**config.mk**
```make
export PLATFORM = sky130hd
export DESIGN_NAME = lsmb_outq
export DESIGN_NICKNAME = d
export VERILOG_FILES = /design/src/design/lsmb_pkg.sv /design/src/design/lsmb_outq.sv
export SDC_FILE = /design/constraint.sdc
export NUM_CORES = 1
export LEC_CHECK = 0
export BUFFER_PORTS_ARGS = -buffer_cell sky130_fd_sc_hd__buf_4
export CAP_MARGIN = 25
export CORE_MARGIN = 2
export CORE_UTILIZATION = 55
export CTS_BUF_LIST = sky130_fd_sc_hd__clkbuf_8
export CTS_CLUSTER_SIZE = 12
export DETAILED_ROUTE_END_ITERATION = 8
export GPL_TIMING_DRIVEN = 1
export PLACE_DENSITY_LB_ADDON = 0.2
export SYNTH_ARGS = -nofsm -noshare
export SYNTH_HDL_FRONTEND = slang
export SYNTH_SLANG_ARGS = --single-unit
```
**constraint.sdc**
```tcl
create_clock -name clk -period 6.9 [get_ports clk]
set_input_delay 1.38 -clock clk [delete_from_list [all_inputs] [get_ports clk]]
set_output_delay 1.38 -clock clk [all_outputs]
set_load 0.02 [all_outputs]
```
**src/design/lsmb_pkg.sv**
```systemverilog
package lsmb_pkg;

  localparam int OUT_FRAC_BITS = 29;
  localparam int SH = 30 - OUT_FRAC_BITS;
  localparam int OPW = 33;
  localparam int PW = 2 * OPW;
  localparam int AW = PW + 2;

  typedef logic signed [OPW-1:0] op_t;
  typedef logic signed [PW-1:0]  pr_t;
  typedef logic signed [AW-1:0]  acc_t;

  localparam op_t  ONE30 = op_t'(64'sd1 <<< 30);
  localparam logic signed [31:0] ONE_OUT = 32'(64'sd1 <<< OUT_FRAC_BITS);

  // constant divides: 100 << SH and 199 << SH, rounded half added up front
  localparam logic        SEL_A = 1'b0;
  localparam logic        SEL_B = 1'b1;
  localparam logic [63:0] HALF_A = 64'((100 << SH) >> 1);
  localparam logic [63:0] HALF_B = 64'((199 << SH) >> 1);
  localparam logic [7:0]  D_A = 8'd100;
  localparam logic [7:0]  D_B = 8'd199;
  // 2^24 / divisor rounded up; exact for partial remainders below 2^16
  localparam logic [17:0] REC_A = 18'd167773;
  localparam logic [17:0] REC_B = 18'd84308;

  typedef struct packed {
    logic signed [15:0] dir_x;
    logic signed [15:0] dir_y;
    logic signed [15:0] dir_z;
  } dir_t;

  typedef struct packed {
    logic [1:0]         column_index;
    logic signed [31:0] row0;
    logic signed [31:0] row1;
    logic signed [31:0] row2;
    logic signed [31:0] row3;
    logic               last_column;
  } col_t;

  // queued direction plus its zero-length flag
  typedef struct packed {
    dir_t d;
    logic zero;
  } item_t;

  typedef struct packed {
    logic  valid;
    item_t item;
  } fq_t;

  typedef struct packed {
    logic push;
    col_t col;
  } bq_t;

  // round to nearest, ties away from zero, divide by 2^k
  function automatic acc_t rnd_shift(input acc_t x, input int k);
    acc_t half;
    acc_t m;
    half = acc_t'(1) <<< (k - 1);
    if (x < 0) begin
      m = (-x + half) >>> k;
      return -m;
    end
    return (x + half) >>> k;
  endfunction

  function automatic logic signed [31:0] sat32(input acc_t v);
    if (v > acc_t'(64'sd2147483647)) return 32'sh7fffffff;
    if (v < acc_t'(-64'sd2147483648)) return 32'sh80000000;
    return v[31:0];
  endfunction

  function automatic op_t clamp_unit(input logic signed [63:0] q);
    if (q > 64'(ONE30)) return ONE30;
    if (q < -64'(ONE30)) return -ONE30;
    return q[OPW-1:0];
  endfunction

endpackage

```
**src/design/lsmb_outq.sv**
```systemverilog
module lsmb_outq import lsmb_pkg::*; (
  input  logic clk,
  input  logic rst,
  input  bq_t  bq,
  output logic full,
  input  logic pop,
  output logic empty,
  output col_t res
);

  col_t       q [4];
  logic [1:0] wp;
  logic [1:0] rp;
  logic [2:0] cnt;
  logic       do_pop;

  assign full   = cnt == 3'd4;
  assign empty  = cnt == 3'd0;
  assign do_pop = pop && !empty;
  assign res    = q[rp];

  always_ff @(posedge clk) begin
    if (rst) begin
      wp  <= 2'd0;
      rp  <= 2'd0;
      cnt <= 3'd0;
    end else begin
      if (bq.push) begin
        q[wp] <= bq.col;
        wp    <= wp + 2'd1;
      end
      if (do_pop) rp <= rp + 2'd1;
      cnt <= cnt + 3'(bq.push) - 3'(do_pop);
    end
  end

endmodule

```
==> impl_metrics.json <==
{
  "status": "complete, no violations",
  "power.switching_mw": 2.00,
  "dieArea_um2": 36800,
  "synth_seq_cells": 533,
  "synthCells": 731,
  "die_h_um": 192,
  "synth_edf_count": 524,
  "synth_warnings": 0,
  "gr-total-overflow": 0,
  "slew_viol_final": 0,
  "fmax_mhz": 228,
  "combPwrFrac_pct": 20.1,
  "synth_top_cell_area_share_pct": 81.2,
  "met3_length_mm": 3.38,
  "hold_slack_ps": 567,
  "drive_gt1_share_pct": 45.8,
  "area_growth_pct": 20.4,
  "final-hold-violation-count": 0,
  "crit_top_cell": "buf_4",
  "period_needed_ps": 4380,
  "ys.flop_type": "edfxtp_1",
  "yosysTopAreaCell": "edfxtp_1",
  "tns_ps": 0,
  "grt_pass1_vias": 9183,
  "cts_max_level": 3,
  "timing.final.crit_share_pct": 63.5,
  "cp_cell_sequence": "buf_4 -> mux4_2 -> buf_4",
  "synth_most_common_cell": "edfxtp_1",
  "cts_setup_buffers": 0,
  "cts.path.max_buffers": 3,
  "drt-vias-per-instance": 5.51,
  "clk_latency_ps": 600,
  "gr-usage-all-layers_pct": 20.6,
  "drt_pass1_iterations": 5,
  "r2r-start": "wp[0]$_SDFFE_PP0P_",
  "antenna_left": 0,
  "cts_sinks": 533,
  "remaining_drc_errors": 0,
  "grt_max_degree": 132,
  "cts_resized": 0,
  "ys_top_cells_by_count": "524 x edfxtp_1, 131 x mux4_2, 14 x buf_2, 10 x buf_6, 9 x dfxtp_1",
  "wl_per_cell_um": 23.6,
  "crit_path_end_kind": "output port",
  "power.leakage_nw": 7.89,
  "relSlewSlack_pct": 28.8,
  "crit_fanout": 40,
  "clk_pin_slew_ps": 50,
  "critPathKind": "flip-flop to output port",
  "switching_share_pct": 26.2,
  "slowest_delay_ps": 900,
  "finClkSkew_ps": 10.4,
  "num-nets-final": 1205,
  "highest_layer": "met5",
  "async_flop_share_pct": 0,
  "ys_seq_area_share_pct": 82.1,
  "via_count": 8696,
  "p_int_mw": 5.62,
  "powerDensity_nw_per_um2": 327,
  "start_util_pct": 56.0,
  "gp_congestion": 0.708,
  "cts_buffers": 84,
  "drt-met1-wl_mm": 14.9,
  "dp_hpwl_mm": 22.1,
  "core_um2": 34600,
  "ios": 268,
  "row_count": 68,
  "clockRootBuffer": "clkbuf_8",
  "ys_top_cells_by_area": "edfxtp_1 81%, mux4_2 15%, dfxtp_1 0.93%",
  "worst_ep_arrival_time_ps": 3000,
  "syn-cell-area_um2": 19400,
  "portBuffers": 267,
  "cp-start-kind": "flip-flop",
  "first_iter_violations": 559,
  "holdBufCountCts": 0,
  "required_ps": 5520,
  "cts_tree": "built",
  "r2r_slack_ps": 4550,
  "irDropWorstVdd_v": 0.000221,
  "routed_wirelength_mm": 37.2,
  "wl_met2_mm": 18.3,
  "seqPwrFrac_pct": 49.3,
  "min-delay-start": "wp[0]$_SDFFE_PP0P_",
  "worst_pin_slew_ps": 1070,
  "hp-class": "flip-flop to flip-flop",
  "postSynthAreaPerCell_um2": 26.5,
  "antenna_found_initial": 3,
  "grt_pass1_wl_mm": 54.9,
  "setup_viol": 0,
  "cpMaxStageDelayCell": "dfxtp_4",
  "rsz0062_at_grt": "false",
  "ys_types": 22,
  "syn_nets": 873,
  "maxCapViolCount": 0,
  "p_clk_share_pct": 30.5,
  "die_x_um": 192
}
-- metrics by stage --
step                      total power, mW  cell area [um2]  worst slack (ps)  instances  util, %
after detailed placement             5.40            21900              3050       1432     63.1
after CTS                            7.73            23300              2380       1577     67.4
after global placement               5.38            21900              3060       1432     63.1
final                                7.62            23300              2520       1578     67.4
after global routing                 7.94            23300              2250       1578     67.4
after floorplan                      4.81            19400              1610        731        -
-- layout make-up --
| class | count | area (um2) |
|---|---|---|
| Antenna cell | 1 | 2.50 |
| Clock buffer | 87 | 1200 |
| Clock inverter | 58 | 272 |
| Fill cell | 2235 | 11300 |
| Inverter | 5 | 18.8 |
| Multi-Input combinational cell | 162 | 3230 |
| Sequential cell | 533 | 15900 |
| Tap cell | 455 | 569 |
| Timing Repair Buffer | 277 | 2120 |
-- power groups by stage --
stage               clock network [mW]  registers [mW]  logic [mW]
finish                            2.33            3.76        1.54
global route                      2.53            3.78        1.63
CTS                               2.39            3.77        1.57
detailed placement                   0            3.83        1.56
global placement                     0            3.83        1.55
floorplan                            0            3.76        1.05
-- per-layer routing --
metal  track usage, %  up-vias
met5                0        -
li1                 -     3825
met2             32.3      314
met3             6.96       52
met1             27.6     4501
met4             7.13        4
-- path summary, 6_finish.rpt --
check,endpoint,cells past startpoint
max,res[70],3
min,wp[0]$_SDFFE_PP0P_,2
max reg2reg,q[0][27]$_DFFE_PP_,4
min reg2reg,wp[0]$_SDFFE_PP0P_,2
-- cells by family after synthesis --
family	after synthesis	synth area share, %
AO/OA/AOI/OAI	2	0.0904
XOR/XNOR	2	0.161
adder cells (fa/ha/maj)	7	0.491
buffers and inverters	36	1.25
flip-flops	533	82.1
multiplexers	135	15.4
AND/OR/NAND/NOR	16	0.439
-- placed cells by master, fill, tap and decap left out, types with 2 or more instances in the layout --
cell type,netlist,routed
inv_1,5,42
clkinv_1,0,11
buf_4,1,274
and2_4,0,4
clkinv_2,0,3
edfxtp_1,524,524
ha_1,6,6
mux2_2,3,3
clkbuf_8,0,87
clkinvlp_4,0,5
dfxtp_4,0,2
nor2_1,6,6
mux4_2,131,131
dfxtp_1,9,7
nor2b_1,4,4
buf_12,0,3
-- sequential cells by signal (all words and copies together) (netlist names), named ones only --
signal / count
q: 524
wp: 2
cnt: 3
rp: 2
-- critical path, delay by kind of cell, from the launching register on --
family / cells / cell delay (ps)
flops: 1 / 900
buf+inv: 2 / 830
mux: 1 / 620
(Power assumes the default switching activity.)
