<file path="config.mk">
export PLATFORM = sky130hd
export DESIGN_NAME = lsmb_front
export DESIGN_NICKNAME = d
export VERILOG_FILES = /design/src/design/lsmb_pkg.sv /design/src/design/lsmb_front.sv
export SDC_FILE = /design/constraint.sdc
export NUM_CORES = 1
export LEC_CHECK = 0
export BUFFER_PORTS_ARGS = -buffer_cell sky130_fd_sc_hd__clkbuf_2
export CAP_MARGIN = 10
export CORE_UTILIZATION = 45
export DETAILED_ROUTE_END_ITERATION = 7
export PLACE_DENSITY = 0.7
export REMOVE_ABC_BUFFERS = 1
export SLEW_MARGIN = 20
export SYNTH_ARGS = -nofsm -noshare
export SYNTH_HDL_FRONTEND = slang
export SYNTH_SLANG_ARGS = --single-unit
</file>
<file path="constraint.sdc">
create_clock -name clk -period 7.53 [get_ports clk]
set_input_delay 2.259 -clock clk [delete_from_list [all_inputs] [get_ports clk]]
set_output_delay 2.259 -clock clk [all_outputs]
set_load 0.02 [all_outputs]
</file>
<file path="src/design/lsmb_pkg.sv">
package lsmb_pkg;

  localparam int OUT_FRAC_BITS = 29;
  localparam int SH = 30 - OUT_FRAC_BITS;
  localparam int OPW = 33;
  localparam int PW = 2 * OPW;
  localparam int AW = PW + 2;

  typedef logic signed [OPW-1:0] op_t;
  typedef logic signed [PW-1:0]  pr_t;
  typedef logic signed [AW-1:0]  acc_t;

  localparam op_t  ONE30 = op_t'(64'sd1 <<< 30);
  localparam logic signed [31:0] ONE_OUT = 32'(64'sd1 <<< OUT_FRAC_BITS);

  // constant divides: 100 << SH and 199 << SH, rounded half added up front
  localparam logic        SEL_A = 1'b0;
  localparam logic        SEL_B = 1'b1;
  localparam logic [63:0] HALF_A = 64'((100 << SH) >> 1);
  localparam logic [63:0] HALF_B = 64'((199 << SH) >> 1);
  localparam logic [7:0]  D_A = 8'd100;
  localparam logic [7:0]  D_B = 8'd199;
  // 2^24 / divisor rounded up; exact for partial remainders below 2^16
  localparam logic [17:0] REC_A = 18'd167773;
  localparam logic [17:0] REC_B = 18'd84308;

  typedef struct packed {
    logic signed [15:0] dir_x;
    logic signed [15:0] dir_y;
    logic signed [15:0] dir_z;
  } dir_t;

  typedef struct packed {
    logic [1:0]         column_index;
    logic signed [31:0] row0;
    logic signed [31:0] row1;
    logic signed [31:0] row2;
    logic signed [31:0] row3;
    logic               last_column;
  } col_t;

  // queued direction plus its zero-length flag
  typedef struct packed {
    dir_t d;
    logic zero;
  } item_t;

  typedef struct packed {
    logic  valid;
    item_t item;
  } fq_t;

  typedef struct packed {
    logic push;
    col_t col;
  } bq_t;

  // round to nearest, ties away from zero, divide by 2^k
  function automatic acc_t rnd_shift(input acc_t x, input int k);
    acc_t half;
    acc_t m;
    half = acc_t'(1) <<< (k - 1);
    if (x < 0) begin
      m = (-x + half) >>> k;
      return -m;
    end
    return (x + half) >>> k;
  endfunction

  function automatic logic signed [31:0] sat32(input acc_t v);
    if (v > acc_t'(64'sd2147483647)) return 32'sh7fffffff;
    if (v < acc_t'(-64'sd2147483648)) return 32'sh80000000;
    return v[31:0];
  endfunction

  function automatic op_t clamp_unit(input logic signed [63:0] q);
    if (q > 64'(ONE30)) return ONE30;
    if (q < -64'(ONE30)) return -ONE30;
    return q[OPW-1:0];
  endfunction

endpackage

</file>
<file path="src/design/lsmb_front.sv">
module lsmb_front import lsmb_pkg::*; (
  input  logic clk,
  input  logic rst,
  input  logic push,
  output logic full,
  input  dir_t dir,
  output fq_t  head,
  input  logic deq
);

  item_t      q [2];
  logic       wp;
  logic       rp;
  logic [1:0] cnt;
  logic       do_push;
  logic       do_pop;

  assign full    = cnt == 2'd2;
  assign do_push = push && !full;
  assign do_pop  = deq && cnt != 2'd0;
  assign head.valid = cnt != 2'd0;
  assign head.item  = q[rp];

  always_ff @(posedge clk) begin
    if (rst) begin
      wp  <= 1'b0;
      rp  <= 1'b0;
      cnt <= 2'd0;
    end else begin
      if (do_push) begin
        q[wp].d    <= dir;
        q[wp].zero <= dir.dir_x == 16'sd0 && dir.dir_y == 16'sd0 && dir.dir_z == 16'sd0;
        wp <= ~wp;
      end
      if (do_pop) rp <= ~rp;
      cnt <= cnt + 2'(do_push) - 2'(do_pop);
    end
  end

endmodule

</file>
==> flow_summary.rst <==
.. list-table::
   :header-rows: 1

   * - Metric
     - Value
   * - Die boundary width
     - 95.3 um
   * - CP Data Arrival Time
     - ~2.1 ns
   * - Detailed route wirelength on metal2
     - 3310 um
   * - Max Transition Viols Final
     - 0
   * - Number of buffers added by the clock tree synthesis step
     - 9
   * - Met3 wire length
     - 466 um
   * - Initial antenna violation count
     - 0
   * - Die area
     - 9090 um2
   * - Synth warnings
     - 0
   * - Cell count after synthesis
     - between 150 and 200
   * - CTS tree
     - done
   * - Via count normalized by instance count
     - 5.14
   * - Peak clock frequency supported by timing
     - 228 MHz
   * - Count of routing violations after the opening detailed-route iteration
     - 80
   * - Worst IR Drop VDD
     - about 0.18 mV
   * - Hold Path Class
     - reg2reg
   * - Unrepaired setup endpoints after global routing
     - no
   * - Run status
     - finished clean
   * - Vias in the first global route
     - 2084
   * - Critical path start-end classification
     - reg2out
   * - Detailed-placement wirelength estimate
     - 4820 um
   * - DR DRC count
     - 0
   * - Routed met1 length
     - 3120 um
   * - Global-route wire length before repair
     - about 11000 um
   * - Count of unique library cells instantiated by Yosys
     - 24
   * - Setup bufs post-CTS
     - 0
   * - Max-Slew Margin vs Limit
     - 59.7%
   * - Drt first pass iters
     - 4
   * - Floorplan Core Area
     - 8340 um2
   * - Fraction of power consumed by sequential logic
     - 51.0%
   * - TNS Setup
     - 0 ns
   * - Worst-path fanout max
     - 26
   * - Number of rows created at floorplan
     - 33
   * - Top library cells by usage in the layout, fill and taps aside
     - clkbuf_2, edfxtp_1, mux2_2
   * - Number of I/O port buffers
     - 102
   * - Hold buffer count at CTS
     - 0
   * - Internal Power
     - 0.971 mW
   * - Number of register bits inferred by synthesis
     - between 100 and 150
   * - Nets@finish
     - between 300 and 400
   * - Starting utilization of the core area
     - 47.0%
   * - Pin count of the biggest net entering global routing
     - 28
   * - Depth of the most critical reg-to-reg path
     - 8
   * - Routed wire per std cell
     - between 15 and 20 um
   * - Area added between synthesis and finish
     - 20.8%
   * - Tightest Pin Transition
     - 0.605 ns
   * - GRT Overall Usage
     - 16.2%
   * - Count of maximum capacitance violations
     - 0
   * - Commonest non-fill, non-tap cell in the layout
     - clkbuf_2
   * - Via count of the routed design
     - between 2000 and 2500
   * - Crit path capture type
     - primary output
   * - Die Y-Extent
     - 95.3 um
   * - Clock slew at reported path FFs
     - around 0.09 ns
   * - Mapped Avg Cell Area
     - 20.3 um2
   * - Cell Area, Placed
     - between 4000 and 5000 um2
   * - Clk sink count
     - 103
   * - Routed Antenna Nets
     - 0
   * - Leakage power summed over all cells
     - 1.76 nW
   * - H-tree lvl count
     - 3
   * - Switching share of power
     - between 30% and 40%
   * - Inserted Diodes
     - 0
   * - Maximum clock path buffer count
     - 2
   * - Sw power
     - roughly 0.43 mW
   * - Power density normalized to cell area
     - around 300 nW/um2
   * - Final wirelength
     - roughly 7000 um
   * - Clock Latency Late Sink
     - 0.35 ns
   * - Fin crit period
     - around 4.4 ns
   * - Req. time, crit path
     - 5.27 ns
   * - Total standard cell area after synthesis
     - between 3000 and 4000 um2
   * - Area of all placed cells without fillers
     - 4730 um2
   * - Sequential fraction of the synthesis area
     - 77.7%
   * - Final Instance Count excl. Fillers
     - 416
   * - Number of placed cells counting well taps
     - 400
   * - Final clock period utilization by the worst path
     - 58.1%
   * - CP Launch Type
     - flip-flop
   * - Clock power frac
     - 21.8%
   * - Ratio of cells with drive above 1 in the final layout
     - between 50% and 60%
   * - Combinational group share of total power
     - 27.2%
   * - Top sig layer
     - met4
   * - PostCTS Resize Cnt
     - 0
   * - Setup-failing EPs final
     - 0
   * - Clock tree root driver cell
     - clkbuf_8
   * - WHS Path Cells
     - 2
   * - Hold violation total from the final report
     - 0
   * - Clock skew after layout
     - between 0.007 and 0.008 ns
   * - Gpl congestion
     - ~0.67
   * - GRT Residual Overflow
     - 0
   * - Number of ports placed on the die boundary
     - 103
-- through the flow --
stage	hold WS (ns)	worst slack [ns]	power (mW)	util, %
floorplan	0.461	1.05	0.992	-
global placement	0.498	3.53	1.11	54.7
detailed placement	0.503	3.50	1.11	54.7
CTS	0.521	3.09	1.42	56.8
global route	0.556	3.01	1.47	56.8
finish	0.521	3.15	1.40	56.8
-- cell type report --
type                       count  area [um2]
clock buffer                  10         128
clock inverter                 6        45.0
fill                         681        3610
inverter                       2        7.51
multi-input combinational     83         830
sequential                   103        3040
tap                          105         131
timing repair buffer         107         548
-- critical path, stage by stage, from the launching register on --
cell      delay (ns)
dfxtp_2         0.73
buf_4           0.48
mux2_2          0.39
clkbuf_2        0.16
-- path summary, 6_finish.rpt --
kind / slack [ns] / end / startpoint
max: 3.15 / head[48] / flip-flop
max reg2reg: 5.79 / cnt[1] / cnt[1]
min reg2reg: 0.52 / wp / wp
min: 0.52 / wp / wp
-- state kept, by name, summed over array words and instances (netlist names), named ones only --
signal and flops:
rp 1, cnt 2, q 98, wp 1
-- logic make-up after synthesis --
kind of cell / synth area share (%)
AO/OA/AOI/OAI: 0.447
XOR/XNOR: 0.671
adder cells (fa/ha/maj): 0.638
buffers and inverters: 1.44
flip-flops: 77.7
multiplexers: 15.0
AND/OR/NAND/NOR: 4.12
-- power groups by stage --
stage                     logic (mW)  registers [mW]  clock network (mW)
after floorplan                0.255           0.737                   0
after global placement         0.380           0.726                   0
after detailed placement       0.384           0.729                   0
after CTS                      0.386           0.716               0.316
after global routing           0.412           0.721               0.337
final                          0.381           0.714               0.306
-- routing by layer --
layer,GRT usage (%),vias to the layer above
met1,21.8,1048
met3,4.63,4
met2,24.9,89
met5,0,-
met4,6.44,0
li1,-,996
-- synthesized netlist by cell type (all sizes together) --
cell	instances	area share, %
edfxtp	98	75
mux2	49	15
nor4	12	1.9
buf	5	1.2
dfxtp	5	2.6
nand4	3	0.48
nor2	3	0.29
ha	2	0.64
inv	2	0.19
nor2b	2	0.51
nor3	2	0.26
xnor2	2	0.45
a21oi	1	0.13
nand2b	1	0.16
nor3b	1	0.19
o21a	1	0.19
o21ai	1	0.13
or2	1	0.16
or3	1	0.16
xor2	1	0.22
Note: power is estimated with default switching activity, not from simulation.
